## config.mk

```make
export PLATFORM = sky130hd
export DESIGN_NAME = shared_buffer_multi_queue
export DESIGN_NICKNAME = d
export VERILOG_FILES = /design/src/rtl/sbmq_pkg.sv /design/src/rtl/sbmq_ctrl.sv /design/src/rtl/sbmq_datapath.sv /design/src/rtl/shared_buffer_multi_queue.sv
export VERILOG_INCLUDE_DIRS = /design/src /design/src/rtl
export SDC_FILE = /design/constraint.sdc
export NUM_CORES = 1
export LEC_CHECK = 0
export BUFFER_PORTS_ARGS = -buffer_cell sky130_fd_sc_hd__clkbuf_2
export CORE_UTILIZATION = 30
export CTS_CLUSTER_DIAMETER = 30
export DETAILED_ROUTE_END_ITERATION = 10
export GPL_TIMING_DRIVEN = 0
export PLACE_DENSITY = 0.53
export SKIP_CTS_REPAIR_TIMING = 1
export SLEW_MARGIN = 20
export SYNTH_ARGS = -nofsm -noshare
export SYNTH_HDL_FRONTEND = slang
export SYNTH_SLANG_ARGS = --single-unit
```

## constraint.sdc

```tcl
create_clock -name clk -period 5.8 [get_ports clk]
set_input_delay 1.16 -clock clk [delete_from_list [all_inputs] [get_ports clk]]
set_output_delay 1.16 -clock clk [all_outputs]
set_load 0.05 [all_outputs]
```

## src/rtl/shared_buffer_multi_queue_assert.svh

```systemverilog
// Assertion macros for the shared buffer multi-queue block.
// Used by the top level; expects clk and rst_n in scope.
`ifndef SHARED_BUFFER_MULTI_QUEUE_ASSERT_SVH
`define SHARED_BUFFER_MULTI_QUEUE_ASSERT_SVH

// Consequent holds in the same cycle as the antecedent.
`define SBMQ_ASSERT_SAME(label, ante, cons, msg) \
    label: assert property (@(posedge clk) disable iff (!rst_n) (ante) |-> (cons)) \
        else $error(msg);

// Consequent holds in the cycle after the antecedent.
`define SBMQ_ASSERT_NEXT(label, ante, cons, msg) \
    label: assert property (@(posedge clk) disable iff (!rst_n) (ante) |=> (cons)) \
        else $error(msg);

`endif

```

## src/rtl/sbmq_pkg.sv

```systemverilog
// Package for the shared buffer multi-queue block: sizes, codes, state and
// control/status types. No dependencies.
`default_nettype none

package sbmq_pkg;

    localparam int NUM_ENTRIES = 16;
    localparam int NUM_QUEUES  = 4;

    localparam int IDX_W  = $clog2(NUM_ENTRIES);
    localparam int PTR_W  = $clog2(NUM_ENTRIES + 1);
    localparam int QID_W  = 2;
    localparam int DATA_W = 32;
    localparam int STAT_W = 2;

    localparam logic [PTR_W-1:0] NIL = PTR_W'(NUM_ENTRIES);

    localparam logic CMD_ENQ = 1'b0;
    localparam logic CMD_DEQ = 1'b1;

    localparam logic [STAT_W-1:0] STAT_DONE  = 2'd0;
    localparam logic [STAT_W-1:0] STAT_OVER  = 2'd1;
    localparam logic [STAT_W-1:0] STAT_UNDER = 2'd2;

    typedef enum logic [2:0] {
        S_IDLE,
        S_DECIDE,
        S_ENQ_TAKE,
        S_ENQ_LINK,
        S_DEQ_STEP,
        S_RESP
    } state_t;

    typedef struct packed {
        logic load;
        logic decide;
        logic enq_take;
        logic enq_link;
        logic deq_step;
        logic out_load;
    } ctrl_t;

    typedef struct packed {
        logic cmd_deq;
        logic free_empty;
        logic queue_empty;
        logic out_free;
    } stat_t;

endpackage

`default_nettype wire

```

## src/rtl/sbmq_ctrl.sv

```systemverilog
// Sequencer for the shared buffer multi-queue block.
// Depends on sbmq_pkg; drives commands into sbmq_datapath.
`default_nettype none

module sbmq_ctrl
    import sbmq_pkg::*;
(
    input  wire logic  clk,
    input  wire logic  rst_n,
    input  wire logic  in_valid,
    output logic       in_ready,
    input  wire stat_t stat,
    output ctrl_t      ctrl,
    output state_t     state
);

    state_t state_reg;
    state_t state_next;

    always_ff @(posedge clk or negedge rst_n)
    begin
        if (!rst_n)
        begin
            state_reg <= S_IDLE;
        end
        else
        begin
            state_reg <= state_next;
        end
    end

    always_comb
    begin
        state_next = state_reg;
        case (state_reg)
            S_IDLE:
            begin
                if (in_valid)
                begin
                    state_next = S_DECIDE;
                end
            end
            S_DECIDE:
            begin
                if (stat.cmd_deq)
                begin
                    state_next = stat.queue_empty ? S_RESP : S_DEQ_STEP;
                end
                else
                begin
                    state_next = stat.free_empty ? S_RESP : S_ENQ_TAKE;
                end
            end
            S_ENQ_TAKE: state_next = S_ENQ_LINK;
            S_ENQ_LINK: state_next = S_RESP;
            S_DEQ_STEP: state_next = S_RESP;
            S_RESP:
            begin
                if (stat.out_free)
                begin
                    state_next = S_IDLE;
                end
            end
            default: state_next = S_IDLE;
        endcase
    end

    always_comb
    begin
        ctrl     = '0;
        in_ready = 1'b0;
        case (state_reg)
            S_IDLE:
            begin
                in_ready  = 1'b1;
                ctrl.load = in_valid;
            end
            S_DECIDE:   ctrl.decide   = 1'b1;
            S_ENQ_TAKE: ctrl.enq_take = 1'b1;
            S_ENQ_LINK: ctrl.enq_link = 1'b1;
            S_DEQ_STEP: ctrl.deq_step = 1'b1;
            S_RESP:     ctrl.out_load = stat.out_free;
            default:    ctrl          = '0;
        endcase
    end

    assign state = state_reg;

endmodule

`default_nettype wire

```

## src/rtl/sbmq_datapath.sv

```systemverilog
// Datapath: link table, data store, queue pointers, free list, output register.
// Depends on sbmq_pkg; steered by sbmq_ctrl.
`default_nettype none

module sbmq_datapath
    import sbmq_pkg::*;
(
    input  wire logic              clk,
    input  wire logic              rst_n,
    input  wire ctrl_t             ctrl,
    output stat_t                  stat,
    input  wire logic              in_cmd,
    input  wire logic [QID_W-1:0]  in_qid,
    input  wire logic [DATA_W-1:0] in_value,
    output logic                   out_valid,
    input  wire logic              out_ready,
    output logic [STAT_W-1:0]      out_status,
    output logic [DATA_W-1:0]      out_data
);

    logic                  cmd_reg;
    logic [QID_W-1:0]      qid_reg;
    logic [DATA_W-1:0]     value_reg;
    logic [STAT_W-1:0]     res_status_reg;
    logic [IDX_W-1:0]      ent_reg;
    logic [DATA_W-1:0]     rd_data_reg;

    logic [PTR_W-1:0]      free_head_reg;
    logic [PTR_W-1:0]      queue_head_reg [NUM_QUEUES];
    logic [IDX_W-1:0]      queue_tail_reg [NUM_QUEUES];
    logic [PTR_W-1:0]      link_reg       [NUM_ENTRIES];
    logic [NUM_ENTRIES-1:0] link_vld_reg;
    logic [DATA_W-1:0]     data_mem       [NUM_ENTRIES];

    logic                  out_valid_reg;
    logic [STAT_W-1:0]     out_status_reg;
    logic [DATA_W-1:0]     out_data_reg;

    logic [PTR_W-1:0]      qhead;
    logic [IDX_W-1:0]      rd_idx;
    logic [PTR_W-1:0]      link_rd;
    logic                  free_empty;
    logic                  queue_empty;
    logic                  link_we;
    logic [IDX_W-1:0]      link_waddr;
    logic [PTR_W-1:0]      link_wdata;

    assign qhead       = queue_head_reg[qid_reg];
    assign free_empty  = (free_head_reg >= NIL);
    assign queue_empty = (qhead >= NIL);

    // link read port; entries never written read their chained reset value
    assign rd_idx = ctrl.deq_step ? qhead[IDX_W-1:0] : free_head_reg[IDX_W-1:0];

    always_comb
    begin
        if (link_vld_reg[rd_idx])
        begin
            link_rd = link_reg[rd_idx];
        end
        else if (rd_idx == IDX_W'(NUM_ENTRIES - 1))
        begin
            link_rd = NIL;
        end
        else
        begin
            link_rd = PTR_W'(rd_idx) + PTR_W'(1);
        end
    end

    always_comb
    begin
        link_we    = 1'b0;
        link_waddr = rd_idx;
        link_wdata = NIL;
        if (ctrl.enq_take)
        begin
            link_we = 1'b1;
        end
        else if (ctrl.enq_link && !queue_empty)
        begin
            link_we    = 1'b1;
            link_waddr = queue_tail_reg[qid_reg];
            link_wdata = PTR_W'(ent_reg);
        end
        else if (ctrl.deq_step)
        begin
            link_we    = 1'b1;
            link_wdata = free_head_reg;
        end
    end

    always_ff @(posedge clk)
    begin
        if (link_we)
        begin
            link_reg[link_waddr] <= link_wdata;
        end
    end

    always_ff @(posedge clk or negedge rst_n)
    begin
        if (!rst_n)
        begin
            link_vld_reg <= '0;
        end
        else if (link_we)
        begin
            link_vld_reg[link_waddr] <= 1'b1;
        end
    end

    always_ff @(posedge clk)
    begin
        if (ctrl.enq_take)
        begin
            data_mem[rd_idx] <= value_reg;
        end
        if (ctrl.deq_step)
        begin
            rd_data_reg <= data_mem[rd_idx];
        end
    end

    always_ff @(posedge clk or negedge rst_n)
    begin
        if (!rst_n)
        begin
            free_head_reg <= '0;
            for (int i = 0; i < NUM_QUEUES; i++)
            begin
                queue_head_reg[i] <= NIL;
            end
        end
        else
        begin
            if (ctrl.enq_take)
            begin
                free_head_reg <= link_rd;
            end
            else if (ctrl.deq_step)
            begin
                free_head_reg <= qhead;
            end
            if (ctrl.enq_link && queue_empty)
            begin
                queue_head_reg[qid_reg] <= PTR_W'(ent_reg);
            end
            else if (ctrl.deq_step)
            begin
                queue_head_reg[qid_reg] <= link_rd;
            end
        end
    end

    always_ff @(posedge clk)
    begin
        if (ctrl.enq_link)
        begin
            queue_tail_reg[qid_reg] <= ent_reg;
        end
        if (ctrl.enq_take)
        begin
            ent_reg <= rd_idx;
        end
        if (ctrl.load)
        begin
            cmd_reg   <= in_cmd;
            qid_reg   <= in_qid;
            value_reg <= in_value;
        end
        if (ctrl.decide)
        begin
            if (cmd_reg == CMD_DEQ)
            begin
                res_status_reg <= queue_empty ? STAT_UNDER : STAT_DONE;
            end
            else
            begin
                res_status_reg <= free_empty ? STAT_OVER : STAT_DONE;
            end
        end
    end

    always_ff @(posedge clk or negedge rst_n)
    begin
        if (!rst_n)
        begin
            out_valid_reg <= 1'b0;
        end
        else if (ctrl.out_load)
        begin
            out_valid_reg <= 1'b1;
        end
        else if (out_ready)
        begin
            out_valid_reg <= 1'b0;
        end
    end

    always_ff @(posedge clk)
    begin
        if (ctrl.out_load)
        begin
            out_status_reg <= res_status_reg;
            if (cmd_reg == CMD_DEQ && res_status_reg == STAT_DONE)
            begin
                out_data_reg <= rd_data_reg;
            end
            else
            begin
                out_data_reg <= '0;
            end
        end
    end

    assign stat.cmd_deq     = (cmd_reg == CMD_DEQ);
    assign stat.free_empty  = free_empty;
    assign stat.queue_empty = queue_empty;
    assign stat.out_free    = !out_valid_reg || out_ready;

    assign out_valid  = out_valid_reg;
    assign out_status = out_status_reg;
    assign out_data   = out_data_reg;

endmodule

`default_nettype wire

```

## src/rtl/shared_buffer_multi_queue.sv

```systemverilog
// Channel  Dir  tdata             tuser
// s_axis   in   value[31:0]       cmd[0], queue_id[2:1]
// m_axis   out  data_out[31:0]    status[1:0]
//
// One operation at a time: accept, decide, then none, one or two table steps,
// then the result register. Enqueue takes two link-table steps and dequeue one,
// as the link table has a single write port; an overflow or underflow takes none.
// rst_n clears the free list to entry 0 and empties every queue at once.
// A result waiting on m_axis_tready stalls only the final step; the next beat
// is accepted while the previous result is still held.
`default_nettype none
`include "shared_buffer_multi_queue_assert.svh"

module shared_buffer_multi_queue
    import sbmq_pkg::*;
(
    input  wire logic        clk,
    input  wire logic        rst_n,
    input  wire logic        s_axis_tvalid,
    output logic             s_axis_tready,
    input  wire logic [31:0] s_axis_tdata,   // value[31:0]
    input  wire logic [2:0]  s_axis_tuser,   // cmd[0], queue_id[2:1]
    output logic             m_axis_tvalid,
    input  wire logic        m_axis_tready,
    output logic [31:0]      m_axis_tdata,   // data_out[31:0]
    output logic [1:0]       m_axis_tuser    // status[1:0]
);

    ctrl_t  ctrl;
    stat_t  stat;
    state_t state;

    sbmq_ctrl u_ctrl (
        .clk      (clk),
        .rst_n    (rst_n),
        .in_valid (s_axis_tvalid),
        .in_ready (s_axis_tready),
        .stat     (stat),
        .ctrl     (ctrl),
        .state    (state)
    );

    sbmq_datapath u_dp (
        .clk        (clk),
        .rst_n      (rst_n),
        .ctrl       (ctrl),
        .stat       (stat),
        .in_cmd     (s_axis_tuser[0]),
        .in_qid     (s_axis_tuser[2:1]),
        .in_value   (s_axis_tdata),
        .out_valid  (m_axis_tvalid),
        .out_ready  (m_axis_tready),
        .out_status (m_axis_tuser),
        .out_data   (m_axis_tdata)
    );

    `SBMQ_ASSERT_NEXT(a_busy_after_accept, s_axis_tvalid && s_axis_tready, !s_axis_tready, "accepted a beat while busy")
    `SBMQ_ASSERT_SAME(a_no_result_overwrite, ctrl.out_load, !m_axis_tvalid || m_axis_tready, "result overwritten before taken")
    `SBMQ_ASSERT_SAME(a_error_data_zero, m_axis_tvalid && m_axis_tuser != STAT_DONE, m_axis_tdata == '0, "nonzero data on error result")
    `SBMQ_ASSERT_NEXT(a_take_then_link, state == S_ENQ_TAKE, state == S_ENQ_LINK, "enqueue sequence broken")

endmodule

`default_nettype wire
```

==> impl_metrics.yaml <==
power_and_ir_drop:
  p_leak_uw: 0.0134
  powerDensity_nw_per_um2: 636
  pwr-share-comb_pct: 31.1
  internal-power_uw: 15400
  pwr-share-seq_pct: 30.2
  sw_frac_of_total_pct: 36.6
  clkPwrFrac_pct: 38.7
  vdd_drop_max_v: 0.000347
  switching_power_uw: 8890
  p_total_uw: 24300
setup_path:
  path_max_fanout: 19
  slowest_delay_ns: 0.68
  worstSetupPathType: "reg2reg"
  cp-end-kind: "register"
  worstPathRequired_ns: 6.22
  crit_path_top_delay_cell: "nor2_4"
  path_buf_inv: 7
  start_kind: "register"
  cp_cell_sequence: "clkbuf_1, nor3b_1, buf_4, mux2i_4, buf_4, buf_2, buf_2, buf_1, nand2_1, nor2_4, buf_12"
  cp.arrival_ns: 5.41
  crit_family: "buffers and inverters"
clock_tree:
  cts_buffer_depth: 3
  cts_tree: "done"
  insertion_delay_ns: 0.75
  clockRootBuffer: "clkbuf_16"
  htreeDepth: 4
  clkSinkCount: 762
  numCtsBuffers: 162
  clk_pin_slew_ns: 0.04
grt:
  grt_overflow: 0
  grt_usage_pct: 16.6
  grt_max_degree: 46
  antenna_found_initial: 1
  grt_pass1_vias: 19600
  grt_pass1_wl_um: 125000
routing:
  drc_errors: 0
  drtIter0Drc: 1716
  ant_nets: 0
  vias_per_cell: 4.95
  first_pass_iters: 7
  vias: 19100
  wl_per_cell_um: 21.9
  routed_wl_um: 84200
synthesis:
  synthFlopType: "edfxtp_1"
  synth_nets: 2214
  syn_inst: 2170
  synth_top_area_cell: "edfxtp_1"
  syn_area_per_cell_sq_um: 13.8
  yosysWarnings: 0
  synth-edff-count: 715
  synthTopCellsByArea: "edfxtp_1 72%, nand2_1 7.2%, nand3_1 4.4%, dfrtp_1 3.4%, a311oi_1 1.9%"
  ys_types: 63
  syn_area_sq_um: 30000
  yosysMostFrequentCell: "edfxtp_1"
  yosysSeqAreaShare_pct: 75.5
  synth.top_cell.area_share_pct: 71.6
  async_flop_share_pct: 5.91
  ys_ff_latch: 762
  ys_top_cells_by_count: "715 x edfxtp_1, 579 x nand2_1, 265 x nand3_1"
layout:
  nFillCells: 9138
  final_util_pct: 38.7
  stdcell_area_sq_um: 38200
  syn_to_final_growth_pct: 27.5
  stdcell_count: 3853
  largest_reg_flops: 512
  final_nets: 2472
  drive_gt1_share_pct: 18.7
  n_antenna_cell: 0
sta:
  relSlewSlack_pct: 33.4
  clock.fmax_mhz: 201
  rsz0062_at_grt: "no"
  slew_viol_final: 0
  fin_crit_ns: 4.98
  worstMarginPinSlew_ns: 1.00
  clock-skew-final_ns: 0.0359
  setup-violations-final: 0
  layout_setup_ws_ns: 0.817
  post-route-period-util_pct: 85.9
  hold_viol_final: 0
floorplan:
  design.core.area_sq_um: 98700
  rows: 115
  die_w_um: 318
  ios: 75
  fp.dieArea_sq_um: 101000
  die_height_um: 318
  initial_utilization_pct: 30.4
place:
  dp_slack_ns: 0.882
  place_inst: 3551
  hpwl_um: 56100
  gp_congestion: 0.829
  place_area_sq_um: 32600
  portBuffers: 74
status:
  outcome: "complete, no violations"
worst_hold_path:
  hp-class: "reg2reg"
run:
  drv_cap: 0
==> through the flow <==
step	hold slack [ns]	setup TNS (ns)
finish	0.461	0
CTS	0.467	0
global placement	0.445	-396.97
detailed placement	0.456	0
floorplan	0.427	0
global route	0.481	0
==> placed cells by master, fill, tap and decap left out, types with 30 or more instances in the layout <==
cell type / n
a311oi_1: 65
and3_1: 37
clkbuf_1: 101
clkbuf_16: 164
edfxtp_1: 715
nand3_1: 265
nor2_1: 42
dfrtp_1: 41
a31oi_1: 40
clkbuf_2: 73
mux2i_1: 30
and2_1: 35
nand2_1: 579
buf_2: 31
==> layout make-up <==
type	count	area, sq um	area share, %
Clock inverter	117	1490	3.89
Clock buffer	185	4190	11.0
Tap cell	1287	1610	4.21
Sequential cell	762	22600	59.2
Buffer	133	576	1.51
Multi-Input combinational cell	1268	6880	18.0
Inverter	7	28.8	0.0753
Timing Repair Buffer	94	828	2.17
==> power by group through the flow <==
stage	Clock (uW)	Sequential, uW	Combinational, uW
floorplan	0	7480	4440
global placement	0	7430	7370
detailed placement	0	7430	7580
CTS	9530	7340	7620
global route	9790	7410	8180
finish	9420	7340	7560
==> logic make-up (layout without fill, tap and decap cells) <==
family,count (synthesis),in the layout,synth area share (%)
adders and majority gates,5,5,0.209
buffers and inverters,140,536,2.01
DFF,762,762,75.5
and+or+nand+nor,1022,1022,15.0
AOI/OAI and AO/OA,180,180,4.69
muxes,61,61,2.60
==> path summary, 6_finish.rpt <==
path                                               to  cells past startpoint                 start  slack (ns)
worst max-delay path             u_dp.data_mem[0][13]                     11       u_ctrl.state[1]        0.82
worst min-delay path             u_dp.link_vld_reg[0]                      1  u_dp.link_vld_reg[0]        0.46
worst max register to register   u_dp.data_mem[0][13]                     11       u_ctrl.state[1]        0.82
worst min register to register   u_dp.link_vld_reg[0]                      1  u_dp.link_vld_reg[0]        0.46
max in group asynchronous       u_dp.free_head_reg[4]                      1                 rst_n        4.84
min in group asynchronous        u_dp.link_vld_reg[2]                      1                 rst_n        0.49
==> metal layers <==
layer | routed length (um) | share of wire, % | track usage (%) | vias up
met5 | 0 | 0 | 0 | -
met4 | 2220 | 2.6 | 6.29 | 0
met3 | 5320 | 6.3 | 3.59 | 149
met2 | 41900 | 50 | 28.1 | 709
met1 | 34800 | 41 | 20.7 | 9589
li1 | - | - | - | 8615
No activity file was read; power rests on OpenSTA's default activity.
